**config.mk**
```make
export PLATFORM = sky130hd
export DESIGN_NAME = ucode_stream_deframer
export DESIGN_NICKNAME = d
export VERILOG_FILES = /design/src/sv/ucsd_pkg.sv /design/src/sv/ucsd_in_stage.sv /design/src/sv/ucsd_parser.sv /design/src/sv/ucsd_out_stage.sv /design/src/sv/ucode_stream_deframer.sv
export SDC_FILE = /design/constraint.sdc
export NUM_CORES = 1
export LEC_CHECK = 0
export BUFFER_PORTS_ARGS = -buffer_cell sky130_fd_sc_hd__buf_2
export CORE_UTILIZATION = 50
export DETAILED_ROUTE_END_ITERATION = 8
export GPL_ROUTABILITY_DRIVEN = 1
export GPL_TIMING_DRIVEN = 0
export PLACE_DENSITY = 0.72
export RECOVER_POWER = 50
export SETUP_SLACK_MARGIN = 0.05
export SLEW_MARGIN = 20
export SYNTH_ARGS = -nofsm -noshare
export SYNTH_HDL_FRONTEND = slang
export SYNTH_SLANG_ARGS = --single-unit
export TNS_END_PERCENT = 20
```
**constraint.sdc**
```tcl
create_clock -name clk -period 15 [get_ports clk]
set_input_delay 3 -clock clk [delete_from_list [all_inputs] [get_ports clk]]
set_output_delay 3 -clock clk [all_outputs]
set_load 0.1 [all_outputs]
```
**src/sv/ucsd_pkg.sv**
```systemverilog
`timescale 1ns / 1ps

package ucsd_pkg;

	localparam int unsigned OPCODE_COUNT = 224;
	localparam int unsigned MAX_PARAMS   = 3;
	localparam int unsigned SLOT_COUNT   = 3;

	typedef enum logic [3:0] {
		KIND_OPCODE   = 4'd0,
		KIND_SHORT    = 4'd1,
		KIND_WORD     = 4'd2,
		KIND_STR_BYTE = 4'd3,
		KIND_STR_END  = 4'd4,
		KIND_BIN_LEN  = 4'd5,
		KIND_BIN_BYTE = 4'd6,
		KIND_ERROR    = 4'd7,
		KIND_END      = 4'd8
	} token_kind_t;

	typedef enum logic [1:0] {
		ERR_NONE           = 2'd0,
		ERR_ILLEGAL_OPCODE = 2'd1,
		ERR_UNEXPECTED_END = 2'd2
	} error_code_t;

	typedef enum logic [2:0] {
		PT_NONE  = 3'd0,
		PT_SHORT = 3'd1,
		PT_WORD  = 3'd2,
		PT_STR   = 3'd3,
		PT_BIN   = 3'd4
	} param_type_t;

	typedef enum logic [5:0] {
		PH_OPCODE   = 6'b000001,
		PH_SHORT    = 6'b000010,
		PH_WORD     = 6'b000100,
		PH_STR      = 6'b001000,
		PH_BIN_LEN  = 6'b010000,
		PH_BIN_BODY = 6'b100000
	} phase_t;

	typedef struct packed {
		logic [7:0] data_byte;
		logic       end_of_input;
	} stream_item_t;

	typedef struct packed {
		logic [3:0]         token_kind;
		logic [7:0]         opcode_value;
		logic [1:0]         param_slot;
		logic signed [31:0] param_value;
		logic [7:0]         payload_byte;
		logic [1:0]         error_code;
		logic               instruction_last;
	} token_item_t;

	typedef struct packed {
		logic             valid;
		logic [2:0][2:0]  types;
	} rom_entry_t;

	typedef struct packed {
		logic       found;
		logic [1:0] slot;
		logic [2:0] ptype;
	} slot_pick_t;

	// Descriptor ROM: legality and the parameter type of each slot.
	function automatic rom_entry_t rom_lookup(logic [7:0] op);
		rom_entry_t e;
		e = '0;
		e.valid = (op >= 8'd1 && op <= 8'd78) || (op >= 8'd80 && op <= 8'd89) ||
			(op == 8'd98) || (op >= 8'd201 && op <= 8'd215) ||
			(op >= 8'd217 && op <= 8'd223);
		case (op)
			8'd46, 8'd50, 8'd51, 8'd58, 8'd59, 8'd60, 8'd61,
			8'd64, 8'd67, 8'd75, 8'd77, 8'd80, 8'd213, 8'd219: begin
				e.types[0] = PT_SHORT;
			end
			8'd65: begin
				e.types[0] = PT_WORD;
			end
			8'd57, 8'd62, 8'd84, 8'd201, 8'd204, 8'd205, 8'd207,
			8'd208, 8'd211, 8'd212, 8'd214, 8'd215, 8'd220, 8'd222: begin
				e.types[0] = PT_STR;
			end
			8'd83, 8'd210, 8'd221: begin
				e.types[0] = PT_WORD;
				e.types[1] = PT_STR;
			end
			8'd206: begin
				e.types[0] = PT_WORD;
				e.types[1] = PT_BIN;
			end
			8'd209: begin
				e.types[0] = PT_STR;
				e.types[1] = PT_SHORT;
			end
			8'd223: begin
				e.types[0] = PT_STR;
				e.types[1] = PT_STR;
			end
			default: begin
			end
		endcase
		if (!e.valid) begin
			e.types = '0;
		end
		return e;
	endfunction

	function automatic logic opcode_legal(logic [7:0] op);
		rom_entry_t e;
		e = rom_lookup(op);
		return (op != 8'd0) && (int'(op) < OPCODE_COUNT) && e.valid;
	endfunction

	// First occupied slot at or after the given one; slots past the limit count as empty.
	function automatic slot_pick_t next_slot(logic [2:0][2:0] types, logic [2:0] first);
		slot_pick_t pick;
		pick = '0;
		for (int s = SLOT_COUNT - 1; s >= 0; s--) begin
			if (s >= int'(first) && s < int'(MAX_PARAMS) && types[s] != PT_NONE) begin
				pick.found = 1'b1;
				pick.slot  = 2'(s);
				pick.ptype = types[s];
			end
		end
		return pick;
	endfunction

	function automatic phase_t phase_of(logic [2:0] ptype);
		phase_t ph;
		case (ptype)
			PT_SHORT: ph = PH_SHORT;
			PT_WORD:  ph = PH_WORD;
			PT_STR:   ph = PH_STR;
			PT_BIN:   ph = PH_BIN_LEN;
			default:  ph = PH_OPCODE;
		endcase
		return ph;
	endfunction

endpackage

```
**src/sv/ucsd_in_stage.sv**
```systemverilog
`timescale 1ns / 1ps

module ucsd_in_stage import ucsd_pkg::*; (
	input  logic         clk,
	input  logic         arst_n,
	input  logic         stream_valid,
	output logic         stream_stall,
	input  stream_item_t stream_item,
	input  logic         take,
	output logic         valid_s1,
	output stream_item_t item_s1
);

	logic load;

	// The held item blocks new ones only while the parser cannot take it.
	assign stream_stall = valid_s1 && !take;
	assign load         = stream_valid && !stream_stall;

	always_ff @(posedge clk or negedge arst_n) begin
		if (!arst_n) begin
			valid_s1 <= 1'b0;
		end else if (load) begin
			valid_s1 <= 1'b1;
		end else if (take) begin
			valid_s1 <= 1'b0;
		end
	end

	always_ff @(posedge clk) begin
		if (load) begin
			item_s1 <= stream_item;
		end
	end

endmodule

```
**src/sv/ucsd_parser.sv**
```systemverilog
`timescale 1ns / 1ps

module ucsd_parser import ucsd_pkg::*; (
	input  logic         clk,
	input  logic         arst_n,
	input  logic         step,
	input  stream_item_t item,
	output logic         tok_valid,
	output token_item_t  tok
);

	phase_t      phase_q, phase_d;
	logic [7:0]  op_q, op_d;
	logic [1:0]  slot_q, slot_d;
	logic [15:0] cnt_q, cnt_d;
	logic [31:0] acc_q, acc_d;
	logic        err_q, err_d;

	rom_entry_t  cur_entry;
	rom_entry_t  new_entry;
	slot_pick_t  pick_next;
	slot_pick_t  pick_first;
	slot_pick_t  pick;
	logic        enter;
	logic        from_opcode;
	logic [31:0] acc_new;
	logic [15:0] bin_len;
	logic [7:0]  b;

	assign b          = item.data_byte;
	assign cur_entry  = rom_lookup(op_q);
	assign new_entry  = rom_lookup(b);
	assign pick_next  = next_slot(cur_entry.types, {1'b0, slot_q} + 3'd1);
	assign pick_first = next_slot(new_entry.types, 3'd0);
	assign bin_len    = acc_new[15:0];

	always_comb begin
		phase_d     = phase_q;
		op_d        = op_q;
		slot_d      = slot_q;
		cnt_d       = cnt_q;
		acc_d       = acc_q;
		err_d       = err_q;
		tok         = '0;
		tok_valid   = 1'b0;
		enter       = 1'b0;
		from_opcode = 1'b0;
		acc_new     = acc_q;
		pick        = pick_next;

		if (err_q) begin
			tok_valid = 1'b0;
		end else if (item.end_of_input) begin
			tok_valid = 1'b1;
			if (phase_q == PH_OPCODE) begin
				tok.token_kind = KIND_END;
			end else begin
				tok.token_kind   = KIND_ERROR;
				tok.opcode_value = op_q;
				tok.param_slot   = slot_q;
				tok.error_code   = ERR_UNEXPECTED_END;
				err_d            = 1'b1;
			end
		end else begin
			tok.opcode_value = op_q;
			tok.param_slot   = slot_q;
			case (phase_q)
				PH_OPCODE: begin
					tok_valid        = 1'b1;
					tok.opcode_value = b;
					tok.param_slot   = 2'd0;
					if (!opcode_legal(b)) begin
						tok.token_kind = KIND_ERROR;
						tok.error_code = ERR_ILLEGAL_OPCODE;
						err_d          = 1'b1;
					end else begin
						tok.token_kind = KIND_OPCODE;
						op_d           = b;
						enter          = 1'b1;
						from_opcode    = 1'b1;
					end
				end
				PH_SHORT: begin
					acc_new = acc_q | (32'(b) << {cnt_q[1:0], 3'b000});
					if (cnt_q == 16'd0) begin
						acc_d = acc_new;
						cnt_d = cnt_q + 16'd1;
					end else begin
						tok_valid       = 1'b1;
						tok.token_kind  = KIND_SHORT;
						tok.param_value = {{16{acc_new[15]}}, acc_new[15:0]};
						enter           = 1'b1;
					end
				end
				PH_WORD: begin
					acc_new = acc_q | (32'(b) << {cnt_q[1:0], 3'b000});
					if (cnt_q < 16'd3) begin
						acc_d = acc_new;
						cnt_d = cnt_q + 16'd1;
					end else begin
						tok_valid       = 1'b1;
						tok.token_kind  = KIND_WORD;
						tok.param_value = acc_new;
						enter           = 1'b1;
					end
				end
				PH_STR: begin
					tok_valid = 1'b1;
					if (b != 8'd0) begin
						tok.token_kind   = KIND_STR_BYTE;
						tok.payload_byte = b;
					end else begin
						tok.token_kind = KIND_STR_END;
						enter          = 1'b1;
					end
				end
				PH_BIN_LEN: begin
					acc_new = acc_q | (32'(b) << {1'b0, cnt_q[0], 3'b000});
					if (cnt_q == 16'd0) begin
						acc_d = acc_new;
						cnt_d = cnt_q + 16'd1;
					end else begin
						tok_valid       = 1'b1;
						tok.token_kind  = KIND_BIN_LEN;
						tok.param_value = {16'd0, bin_len};
						if (bin_len == 16'd0) begin
							enter = 1'b1;
						end else begin
							phase_d = PH_BIN_BODY;
							cnt_d   = bin_len;
							acc_d   = '0;
						end
					end
				end
				PH_BIN_BODY: begin
					tok_valid        = 1'b1;
					tok.token_kind   = KIND_BIN_BYTE;
					tok.payload_byte = b;
					cnt_d            = cnt_q - 16'd1;
					if (cnt_q == 16'd1) begin
						enter = 1'b1;
					end
				end
				default: begin
					phase_d = PH_OPCODE;
				end
			endcase
		end

		// Move on to the next occupied slot, or back to expecting an opcode.
		if (enter) begin
			if (from_opcode) begin
				pick = pick_first;
			end
			cnt_d = '0;
			acc_d = '0;
			if (pick.found) begin
				phase_d = phase_of(pick.ptype);
				slot_d  = pick.slot;
			end else begin
				phase_d = PH_OPCODE;
				slot_d  = 2'd0;
			end
			tok.instruction_last = !pick.found;
		end
	end

	always_ff @(posedge clk or negedge arst_n) begin
		if (!arst_n) begin
			phase_q <= PH_OPCODE;
			op_q    <= '0;
			slot_q  <= '0;
			cnt_q   <= '0;
			acc_q   <= '0;
			err_q   <= 1'b0;
		end else if (step) begin
			phase_q <= phase_d;
			op_q    <= op_d;
			slot_q  <= slot_d;
			cnt_q   <= cnt_d;
			acc_q   <= acc_d;
			err_q   <= err_d;
		end
	end

endmodule

```
**src/sv/ucsd_out_stage.sv**
```systemverilog
`timescale 1ns / 1ps

module ucsd_out_stage import ucsd_pkg::*; (
	input  logic        clk,
	input  logic        arst_n,
	input  logic        load,
	input  token_item_t tok,
	output logic        ready,
	output logic        token_valid,
	input  logic        token_stall,
	output token_item_t token_item
);

	logic        valid_s2;
	token_item_t item_s2;

	// A new token may enter when the register is empty or is being emptied now.
	assign ready       = !valid_s2 || !token_stall;
	assign token_valid = valid_s2;
	assign token_item  = item_s2;

	always_ff @(posedge clk or negedge arst_n) begin
		if (!arst_n) begin
			valid_s2 <= 1'b0;
		end else if (ready) begin
			valid_s2 <= load;
		end
	end

	always_ff @(posedge clk) begin
		if (ready && load) begin
			item_s2 <= tok;
		end
	end

endmodule

```
**src/sv/ucode_stream_deframer.sv**
```systemverilog
`timescale 1ns / 1ps

// Splits a byte stream of compiled intermediate code into tokens.
// Input channel (stream_valid, stream_stall, stream_item): one item is one
// stream byte, or an end-of-input event when end_of_input is set.
// Output channel (token_valid, token_stall, token_item): at most one token
// per input item: opcodes, parameter values, string and binary bytes, an
// error token, or a clean-end token. instruction_last marks the final token
// of each instruction.
// Throughput is one item per cycle while token_stall is low, with no gaps
// between items. An accepted item is held in the input register, parsed,
// and its token goes into the output register that drives token_valid.
// Items that only carry part of a multi-byte value yield no token. The
// parser state advances once per accepted item, which sets the rate.
// When token_stall is held, the output register keeps its token and the
// input register holds one more item; stream_stall then rises.
// Reset clears both registers and the parser to expecting an opcode. After
// an error token no further tokens come until the next reset.

module ucode_stream_deframer import ucsd_pkg::*; (
	input  logic         clk,
	input  logic         arst_n,
	input  logic         stream_valid,
	output logic         stream_stall,
	input  stream_item_t stream_item,
	output logic         token_valid,
	input  logic         token_stall,
	output token_item_t  token_item
);

	logic         valid_s1;
	stream_item_t item_s1;
	logic         out_ready;
	logic         step;
	logic         tok_valid;
	token_item_t  tok;

	// The held item is parsed in the cycle that the output register can
	// take its result; items without a token pass through just the same.
	assign step = valid_s1 && out_ready;

	ucsd_in_stage u_in (
		.clk          (clk),
		.arst_n       (arst_n),
		.stream_valid (stream_valid),
		.stream_stall (stream_stall),
		.stream_item  (stream_item),
		.take         (step),
		.valid_s1     (valid_s1),
		.item_s1      (item_s1)
	);

	ucsd_parser u_parser (
		.clk       (clk),
		.arst_n    (arst_n),
		.step      (step),
		.item      (item_s1),
		.tok_valid (tok_valid),
		.tok       (tok)
	);

	ucsd_out_stage u_out (
		.clk         (clk),
		.arst_n      (arst_n),
		.load        (step && tok_valid),
		.tok         (tok),
		.ready       (out_ready),
		.token_valid (token_valid),
		.token_stall (token_stall),
		.token_item  (token_item)
	);

endmodule

```
==> key figures, run 1 <==
Cells and area
  • Net count, final: 909
  • Commonest non-fill, non-tap cell in the layout: a21oi_1
  • Final design utilization: 0.5913
  • Area Growth Syn to Fin: 15.30%
  • FILL cells: 1,266
  • Fraction of layout instances using a drive strength above 1: 0.1192
  • Area of the multi-input gates: 0.003426 mm^2
  • Register area: 0.003605 mm^2
  • Commonest cells after routing, fill and taps aside: 92 x a21oi_1, 77 x clkbuf_1, 65 x edfxtp_1, 65 x dfrtp_1, 61 x buf_2
  • Diodes inserted: 0
  • Design Area, Final: 0.008627 mm^2

Clock tree
  • TritonCTS buffer count: 17
  • Clock insertion delay at the later pin of the skew report: 0.43 ns
  • Worst-case clock buffer depth: 2
  • CTS tree: yes
  • # Post-CTS Setup Buffers: 0
  • Reg clk slew, reported paths: 0.06 ns
  • Clock Sinks: 131
  • CTS resizes: 0
  • CTS root buffer: clkbuf_16
  • # H-tree levels: 4
  • Hold buffers post-CTS: 0

Synth
  • Mux share of post-synthesis cell area: 0.01472
  • Post-Syn Instances: 799
  • EDFF count, synth: 65
  • Post-synthesis adder-cell area fraction: 0.005017
  • Dominant cell type by area after synthesis: edfxtp_1
  • FFs w/ async S/R, synth: 0.5038
  • Register bit total from synthesis: 131
  • Largest family of logic cells by synthesized area: compound AO/OA/AOI/OAI gates
  • Cell Area, Synth: 0.007482 mm^2
  • Compound-Gate Fraction of Synth Area: 0.2500
  • Nets in the synthesized netlist: 815
  • Post-synthesis sequential area ratio: 0.4818
  • Synth top area cells: edfxtp_1 26%, dfrtp_1 22%, a21oi_1 6.2%
  • Top cell type's share of synthesized area: 0.2609
  • Top FF cell, synth: edfxtp_1
  • Synth warn: 0
  • Syn avg cell area: 9.364 um^2
  • Yosys cell types: 80
  • Synth Area in Simple Gates: 0.1836
  • Post-synthesis xor/xnor area fraction: 0.008194

Drt
  • DRT antenna net count: 0
  • Vias: 6,992
  • Vias per inst: 6.415
  • Routed len/inst: 20.04 um
  • Drt drc: 0
  • Drt total wl: 21,840 um
  • First DRT Iteration DRCs: 747
  • Drt first pass iters: 5

Setup path
  • Required @ worst endpoint: 12.00 ns
  • Crit path DAT: 3.76 ns
  • CP Capture Type: output port
  • Reg2reg path depth: 9
  • Max Fanout on Critical Path: 3
  • Crit path kind: in2out
  • Startpoint types: input pin

STA
  • Hold WS: 0.5084 ns
  • Final worst path period share: 0.4504
  • RSZ-0062 raised after global routing: false
  • Worst Clk Skew: 0.008320 ns
  • F_max: 148.0 MHz
  • Sum Neg Setup Slack: 0 ns
  • Count of final hold-check violations: 0
  • Worst-Margin Slew: 2.642 ns
  • Slew Limit Headroom: -0.7611
  • Max-slew violations: 66
  • Final setup viols: 0
  • Tmin final: 6.756 ns

Floorplan
  • Die Y-Extent: 124.3 um
  • Width of the chip: 124.3 um
  • Initial Util: 0.5129
  • Ports: 72
  • Die area: 0.01546 mm^2
  • Area of the core: 0.01459 mm^2
  • Placement row count: 44

Global route
  • Largest net degree at the start of global routing: 45
  • Vias in the first global route: 6,523
  • Initial antenna violation count: 0
  • GRT overflow: 0
  • First-pass GRT wire length: 35,330 um
  • GRT Total Usage: 0.2904

Power
  • Peak VDD IR: 0.07136 mV
  • Leakage: 3.485 nW
  • Power per standard cell area: 100.4 mW/mm^2

Min path
  • Worst min-delay path class: reg2reg
  • WHS Path Cells: 2

Status
  • Failing checks: capacitance limit, slew limit
  • Status: complete, but fails checks

Job
  • Max-cap violations: 3

Placement
  • Routability cong.: 0.9436
  • Placement Cell Area: 0.008155 mm^2
  • I/O Buffers: 70
  • Hpwl dp: 15,290 um
==> path summary, 6_finish.rpt <==
path	from	slack (ns)	end
worst max-delay path	token_stall	8.24	stream_stall
worst min-delay path	u_parser.acc_q[28]$_DFFE_PN0P_	0.51	u_parser.acc_q[28]$_DFFE_PN0P_
worst max register to register	u_parser.cnt_q[0]$_DFFE_PN0P_	10.00	u_parser.cnt_q[8]$_DFFE_PN0P_
worst min register to register	u_parser.acc_q[28]$_DFFE_PN0P_	0.51	u_parser.acc_q[28]$_DFFE_PN0P_
max in group asynchronous	arst_n	9.06	u_parser.op_q[4]$_DFFE_PN0P_
min in group asynchronous	arst_n	2.84	u_parser.cnt_q[7]$_DFFE_PN0P_
==> sequential cells by signal (all words and copies together) (netlist names), 6 cells and up <==
name and count:
u_in.item_s1 9, u_out.token_item 56, u_parser.acc_q 32, u_parser.cnt_q 16, u_parser.op_q 8, u_parser.phase_q 6
==> logic make-up (layout without fill, tap and decap cells) <==
group                    Yosys count  count (layout)
AND/OR/NAND/NOR                  261             261
buffers and inverters            109             216
multiplexers                      10              10
other                              1               1
XOR/XNOR                           7               7
AO/OA/AOI/OAI                    277             277
adder cells (fa/ha/maj)            3               3
flip-flops                       131             131
==> worst max-delay path, cell delays in order <==
cell,delay [ns]
clkbuf_1,0.12
nand3_1,0.13
inv_1,0.08
buf_2,0.42
==> layout make-up <==
type / count / share of cell area
clock buffer: 23 / 0.05540
tap: 184 / 0.02669
buffer: 67 / 0.03046
clock inverter: 9 / 0.009282
sequential: 131 / 0.4178
timing repair buffer: 75 / 0.04496
inverter: 42 / 0.01827
multi-input combinational: 559 / 0.3971
==> where the power goes <==
part / switching [mW] / total [mW] / internal [mW]
Combinational: 0.0531 / 0.0759 / 0.0228
Sequential: 0.00793 / 0.393 / 0.385
Clock: 0.158 / 0.398 / 0.240
==> routing by layer <==
layer | share of wire | up-vias | GRT usage | wire (um)
li1 | - | 3213 | - | -
met1 | 0.43 | 3342 | 0.4190 | 9371
met2 | 0.45 | 378 | 0.4254 | 9896
met3 | 0.089 | 59 | 0.04940 | 1952
met4 | 0.029 | 0 | 0.1368 | 623
met5 | 0 | - | 0 | 0
==> synth_stat cells, types with 8 or more instances <==
cell type / n
clkbuf_1: 63
a21oi_1: 92
dfrtp_1: 65
nand3b_1: 9
edfxtp_1: 65
a221o_1: 12
nand3_1: 18
and3_1: 22
o2111ai_1: 14
nor3_1: 23
nand2_1: 52
nor4_1: 10
or3_1: 9
o22ai_1: 9
o211ai_1: 22
a31oi_1: 12
inv_1: 39
nor2_1: 55
o21ai_0: 37
o21a_1: 8
and2_1: 21
==> metrics by stage <==
stage | setup WS [ns] | std cells | power (mW)
5_1_grt | 8.164 | 1090 | 0.8945
3_3_place_gp | 4.888 | 1053 | 0.4719
6_report | 8.244 | 1090 | 0.8665
2_1_floorplan | 6.862 | 799 | 0.4486
4_1_cts | 8.286 | 1090 | 0.8692
3_5_place_dp | 8.287 | 1058 | 0.4747
(Power assumes the default switching activity.)
==> run 2, diff against run 1 <==
clock period = 6.8 ns   (was 15 ns; I/O delays follow)
==> run 2 against run 1 <==
Effect of this change:
- the run still ends with capacitance limit, slew limit left
- final cell count is the same
- design area grew 0.71%
- via count is essentially flat
- sequential share of layout area shrank 0.29 points
- die area is the same
- sequential power grew 120%
- largest power group unchanged
==> key figures, run 2 (synthesis gave the netlist of run 1 again) <==
Clock tree
  • Worst-case clock buffer depth: 2
  • CTS resizes: 0
  • # H-tree levels: 4
  • Clock Sinks: 131
  • Hold buffers post-CTS: 0
  • CTS tree: yes
  • # Post-CTS Setup Buffers: 0
  • TritonCTS buffer count: 17
  • CTS root buffer: clkbuf_16
  • Clock insertion delay at the later pin of the skew report: 0.43 ns
  • Reg clk slew, reported paths: 0.06 ns

Cells and area
  • Commonest non-fill, non-tap cell in the layout: clkbuf_1
  • Diodes inserted: 0
  • Net count, final: 909
  • Max reg flops: 56
  • Commonest cells after routing, fill and taps aside: 125 x clkbuf_1, 92 x a21oi_1, 65 x edfxtp_1, 65 x dfrtp_1, 55 x nor2_1
  • Area Growth Syn to Fin: 16.12%
  • Fraction of layout instances using a drive strength above 1: 0.06843
  • FILL cells: 1,269

Power
  • Peak VDD IR: 0.1661 mV
  • Total power: 2.028 mW
  • Power per standard cell area: 233.4 mW/mm^2
  • Leakage: 3.377 nW

Drt
  • DRT antenna net count: 0
  • Vias per inst: 6.417
  • First DRT Iteration DRCs: 833
  • Drt first pass iters: 5
  • Vias: 6,995
  • Drt drc: 0
  • Routed len/inst: 20.10 um
  • Drt total wl: 21,910 um

Placement
  • Hpwl dp: 15,170 um
  • Place WS: 2.964 ns
  • I/O Buffers: 70
  • Routability cong.: 1.006

STA
  • Tmin final: 4.373 ns
  • Slew Limit Headroom: -0.9609
  • Worst Clk Skew: 0.006186 ns
  • Max-slew violations: 50
  • Worst-Margin Slew: 2.941 ns
  • Sum Neg Setup Slack: 0 ns
  • Final worst path period share: 0.6431
  • Final setup viols: 0
  • Final worst-path setup slack: 2.427 ns
  • F_max: 228.7 MHz
  • Count of final hold-check violations: 0
  • RSZ-0062 raised after global routing: false

Setup path
  • Crit path kind: in2async
  • Required @ worst endpoint: 6.69 ns
  • Crit path cell chain: clkbuf_1 > clkbuf_1
  • Crit path from: arst_n
  • Reg-to-Reg Start: u_parser.cnt_q[0]$_DFFE_PN0P_
  • CP Capture Type: async pin
  • Worst R2R Setup Slack: 2.81 ns
  • Reg-to-Reg End: u_parser.cnt_q[2]$_DFFE_PN0P_
  • Critical Path Most Common Cell: clkbuf_1
  • CP max stage delay: 2.13 ns
  • Worst path depth: 2
  • Crit path DAT: 4.27 ns
  • Critical Path Sink: u_parser.cnt_q[2]$_DFFE_PN0P_
  • Top Family by Delay on Critical Path: buffers and inverters
  • Max Fanout on Critical Path: 49
  • Slowest CP cell: clkbuf_1
  • Reg2reg path depth: 9
  • WP buf/inv: 2
  • Startpoint types: input pin

Status
  • Failing checks: capacitance limit, slew limit
  • Status: complete, but fails checks

Global route
  • Largest net degree at the start of global routing: 50
  • GRT Total Usage: 0.2911
  • First-pass GRT wire length: 35,220 um
  • Vias in the first global route: 6,546
  • Initial antenna violation count: 0
  • GRT overflow: 0

Floorplan
  • Width of the chip: 124.3 um
  • Die area: 0.01546 mm^2
  • Initial Util: 0.5129
  • Area of the core: 0.01459 mm^2
  • Ports: 72
  • Die Y-Extent: 124.3 um
  • Placement row count: 44

Job
  • Max-cap violations: 1

Min path
  • Worst min-delay path class: reg2reg
==> run 2: how the worst min path moves through the flow <==
stage                                              start                              to  slack, ns  cells after the start
after global routing      u_parser.acc_q[17]$_DFFE_PN0P_  u_parser.acc_q[17]$_DFFE_PN0P_       0.52                      2
final                     u_parser.acc_q[17]$_DFFE_PN0P_  u_parser.acc_q[17]$_DFFE_PN0P_       0.51                      2
after floorplan           u_parser.acc_q[16]$_DFFE_PN0P_  u_parser.acc_q[16]$_DFFE_PN0P_       0.49                      2
after detailed placement  u_parser.acc_q[17]$_DFFE_PN0P_  u_parser.acc_q[17]$_DFFE_PN0P_       0.50                      2
after global placement    u_parser.acc_q[30]$_DFFE_PN0P_  u_parser.acc_q[30]$_DFFE_PN0P_       0.50                      2
after CTS                 u_parser.acc_q[17]$_DFFE_PN0P_  u_parser.acc_q[17]$_DFFE_PN0P_       0.51                      2
==> run 2: metal layers <==
metal,global-route usage,up-vias,part of all wire
met3,0.07131,75,0.094
met5,0,-,0
li1,-,3200,-
met1,0.3962,3349,0.42
met2,0.4319,371,0.45
met4,0.1474,0,0.037
==> run 2: per-stage QoR <==
step                      hold slack (ns)  std cells  cell area, um^2    util
after detailed placement           0.5016       1058             8155  0.5590
after CTS                          0.5104       1090             8788  0.6024
after floorplan                    0.4869        799             7488       -
after global placement             0.4979       1053             8069  0.5531
final                              0.5073       1090             8688  0.5955
after global routing               0.5210       1090             8688  0.5955
==> run 2: area by class of cell <==
type                            count  area, um^2  share of cell area
Tap cell                          184       230.2             0.02650
Sequential cell                   131        3605              0.4149
Timing Repair Buffer               75       325.3             0.03744
Inverter                           42       157.7             0.01815
Clock buffer                       20       457.9             0.05271
Clock inverter                     12       175.2             0.02016
Buffer                             67       262.8             0.03024
Multi-Input combinational cell    559        3475              0.3999
==> run 2: report_power, final <==
| group | internal, mW | leakage [nW] | switching [mW] |
|---|---|---|---|
| Combinational | 0.0504 | 1.70 | 0.117 |
| Clock | 0.635 | 0.304 | 0.360 |
| Sequential | 0.849 | 1.37 | 0.0175 |
| Total | 1.53 | 3.38 | 0.494 |
==> run 3, diff against run 2 <==
PLACE_DENSITY = 0.75   (was 0.72)
clock period = 3.7 ns   (was 6.8 ns; I/O delays follow)
==> run 3 against run 2 <==
Effect of this change:
- the flow now finishes without violations
- worst setup slack worse by 2.2 ns
- die area unchanged
- worst hold slack got worse by 0.086 ns
- sequential power grew 84%
- critical endpoint is now u_parser.acc_q[20]$_DFFE_PN0P_
- largest cell class unchanged
==> key figures, run 3 (synthesis gave the netlist of run 1 again) <==
Status
  • Status: complete, no violations

STA
  • F_max: 287.6 MHz
  • Final setup viols: 0
  • Max-slew violations: 0
  • Tmin final: 3.477 ns
  • Hold WS: 0.4217 ns
  • Count of final hold-check violations: 0
  • Slew Limit Headroom: 0.08706
  • Worst-Margin Slew: 1.369 ns
  • Worst Clk Skew: 0.007733 ns
  • Final worst path period share: 0.9398
  • RSZ-0062 raised after global routing: true

Global route
  • Largest net degree at the start of global routing: 52
  • GRT Total Usage: 0.2855
  • Vias in the first global route: 6,418
  • Initial antenna violation count: 0
  • First-pass GRT wire length: 34,730 um
  • GRT overflow: 0

Clock tree
  • CTS tree: yes
  • TritonCTS buffer count: 17
  • Clock insertion delay at the later pin of the skew report: 0.43 ns
  • CTS root buffer: clkbuf_16
  • Clock Sinks: 131
  • Worst-case clock buffer depth: 2
  • # H-tree levels: 4
  • Reg clk slew, reported paths: 0.06 ns
  • Hold buffers post-CTS: 0

Setup path
  • Worst path depth: 10
  • CP max stage delay: 0.43 ns
  • Max Fanout on Critical Path: 11
  • Critical Path Most Common Cell: clkbuf_1
  • Startpoint types: flop
  • Top Family by Delay on Critical Path: buffers and inverters
  • CP Capture Type: flop
  • WP buf/inv: 3
  • Critical Path Sink: u_parser.acc_q[20]$_DFFE_PN0P_
  • Crit path kind: reg2reg
  • Reg-to-Reg End: u_parser.acc_q[20]$_DFFE_PN0P_
  • Worst R2R Setup Slack: 0.22 ns
  • Reg2reg path depth: 10
  • Required @ worst endpoint: 3.98 ns
  • Crit path cell chain: clkbuf_1 > clkinv_2 > ha_1 > nand3_1 > or2_1 > a21o_4 > o31a_1 > o21a_1 > clkbuf_1 > a21oi_1
  • Reg-to-Reg Start: u_parser.cnt_q[1]$_DFFE_PN0P_
  • Slowest CP cell: clkbuf_1
  • Crit path DAT: 3.76 ns
  • Crit path from: u_parser.cnt_q[1]$_DFFE_PN0P_

Drt
  • Routed len/inst: 19.83 um
  • Vias: 6,925
  • Vias per inst: 6.347
  • DRT antenna net count: 0
  • Drt drc: 0
  • First DRT Iteration DRCs: 1,098
  • Drt total wl: 21,640 um
  • Drt first pass iters: 6

Cells and area
  • Commonest non-fill, non-tap cell in the layout: clkbuf_1
  • Diodes inserted: 0
  • FILL cells: 1,289
  • Area of the multi-input gates: 0.003495 mm^2
  • Register area: 0.003605 mm^2
  • Fraction of layout instances using a drive strength above 1: 0.07938
  • Net count, final: 910
  • Max reg flops: 56
  • Commonest cells after routing, fill and taps aside: 121 x clkbuf_1, 92 x a21oi_1, 65 x edfxtp_1, 65 x dfrtp_1, 55 x nor2_1
  • Area Growth Syn to Fin: 16.27%

Floorplan
  • Width of the chip: 124.3 um
  • Ports: 72
  • Die Y-Extent: 124.3 um
  • Placement row count: 44
  • Initial Util: 0.5129
  • Die area: 0.01546 mm^2
  • Area of the core: 0.01459 mm^2

Placement
  • Routability cong.: 0.9288
  • I/O Buffers: 70
  • Hpwl dp: 15,090 um

Job
  • Max-cap violations: 0

Power
  • Power per standard cell area: 417.8 mW/mm^2
  • Total power: 3.635 mW
  • Peak VDD IR: 0.3174 mV
  • Leakage: 3.387 nW

Min path
  • Worst min-delay path class: in2async
run 3: power by group:
| group | internal [mW] | leakage, nW | switching, mW | total [mW] |
|---|---|---|---|---|
| clock network | 1.06 | 0.298 | 0.665 | 1.73 |
| logic | 0.0926 | 1.72 | 0.221 | 0.313 |
| registers | 1.56 | 1.37 | 0.0330 | 1.59 |
run 3: cell type report:
class,instances,share of cell area
Inverter,42,0.01841
Tap cell,184,0.02646
Sequential cell,131,0.4144
Multi-Input combinational cell,559,0.4017
Clock buffer,17,0.04890
Clock inverter,15,0.02042
Buffer,67,0.03049
Timing Repair Buffer,76,0.03926
run 3: worst reg2reg max path, cell delays in order, from the launching register on:
cell	delay, ns
dfrtp_1	0.35
clkbuf_1	0.42
clkinv_2	0.34
ha_1	0.35
nand3_1	0.28
or2_1	0.25
a21o_4	0.22
o31a_1	0.34
o21a_1	0.26
clkbuf_1	0.43
a21oi_1	0.09
run 3: stage by stage:
| stage | utilization | cells | TNS [ns] | instance area (um^2) | setup WS [ns] |
|---|---|---|---|---|---|
| 3_5_place_dp | 0.5598 | 1058 | -2.540 | 8167 | -0.1930 |
| 2_1_floorplan | - | 799 | 0 | 7503 | 0.09080 |
| 4_1_cts | 0.6021 | 1091 | 0 | 8783 | 0.1828 |
| 6_report | 0.5963 | 1091 | 0 | 8700 | 0.2228 |
| 3_3_place_gp | 0.5541 | 1053 | -77.39 | 8084 | -1.366 |
| 5_1_grt | 0.5963 | 1091 | 0 | 8700 | 0.03353 |
run 3: how the worst min path moves through the flow:
| stage | startpoint | to | slack, ns | cells past startpoint |
|---|---|---|---|---|
| global placement | u_parser.acc_q[30]$_DFFE_PN0P_ | u_parser.acc_q[30]$_DFFE_PN0P_ | 0.50 | 2 |
| global route | stream_item[4] | u_in.item_s1[4]$_DFFE_PP_ | 0.48 | 1 |
| detailed placement | u_parser.acc_q[19]$_DFFE_PN0P_ | u_parser.acc_q[19]$_DFFE_PN0P_ | 0.50 | 2 |
| finish | arst_n | u_parser.phase_q[5]$_DFFE_PN0P_ | 0.42 | 1 |
| floorplan | arst_n | u_in.valid_s1$_DFFE_PN0P_ | 0.44 | 0 |
| CTS | arst_n | u_parser.cnt_q[9]$_DFFE_PN0P_ | 0.19 | 1 |
run 3: timing repair:
item	in CTS	in global routing
pin swaps	1	1
endpoints found under the setup margin	42	11
setup buffers	1	0
gates resized for setup	1	3
run 3: metal layers:
layer,routed length (um),vias to the layer above,GRT usage,part of all wire
met3,1863,62,0.07474,0.086
met1,9581,3298,0.4013,0.44
met5,0,-,0,0
met2,9543,353,0.4192,0.44
li1,-,3212,-,-
met4,649,0,0.1148,0.030
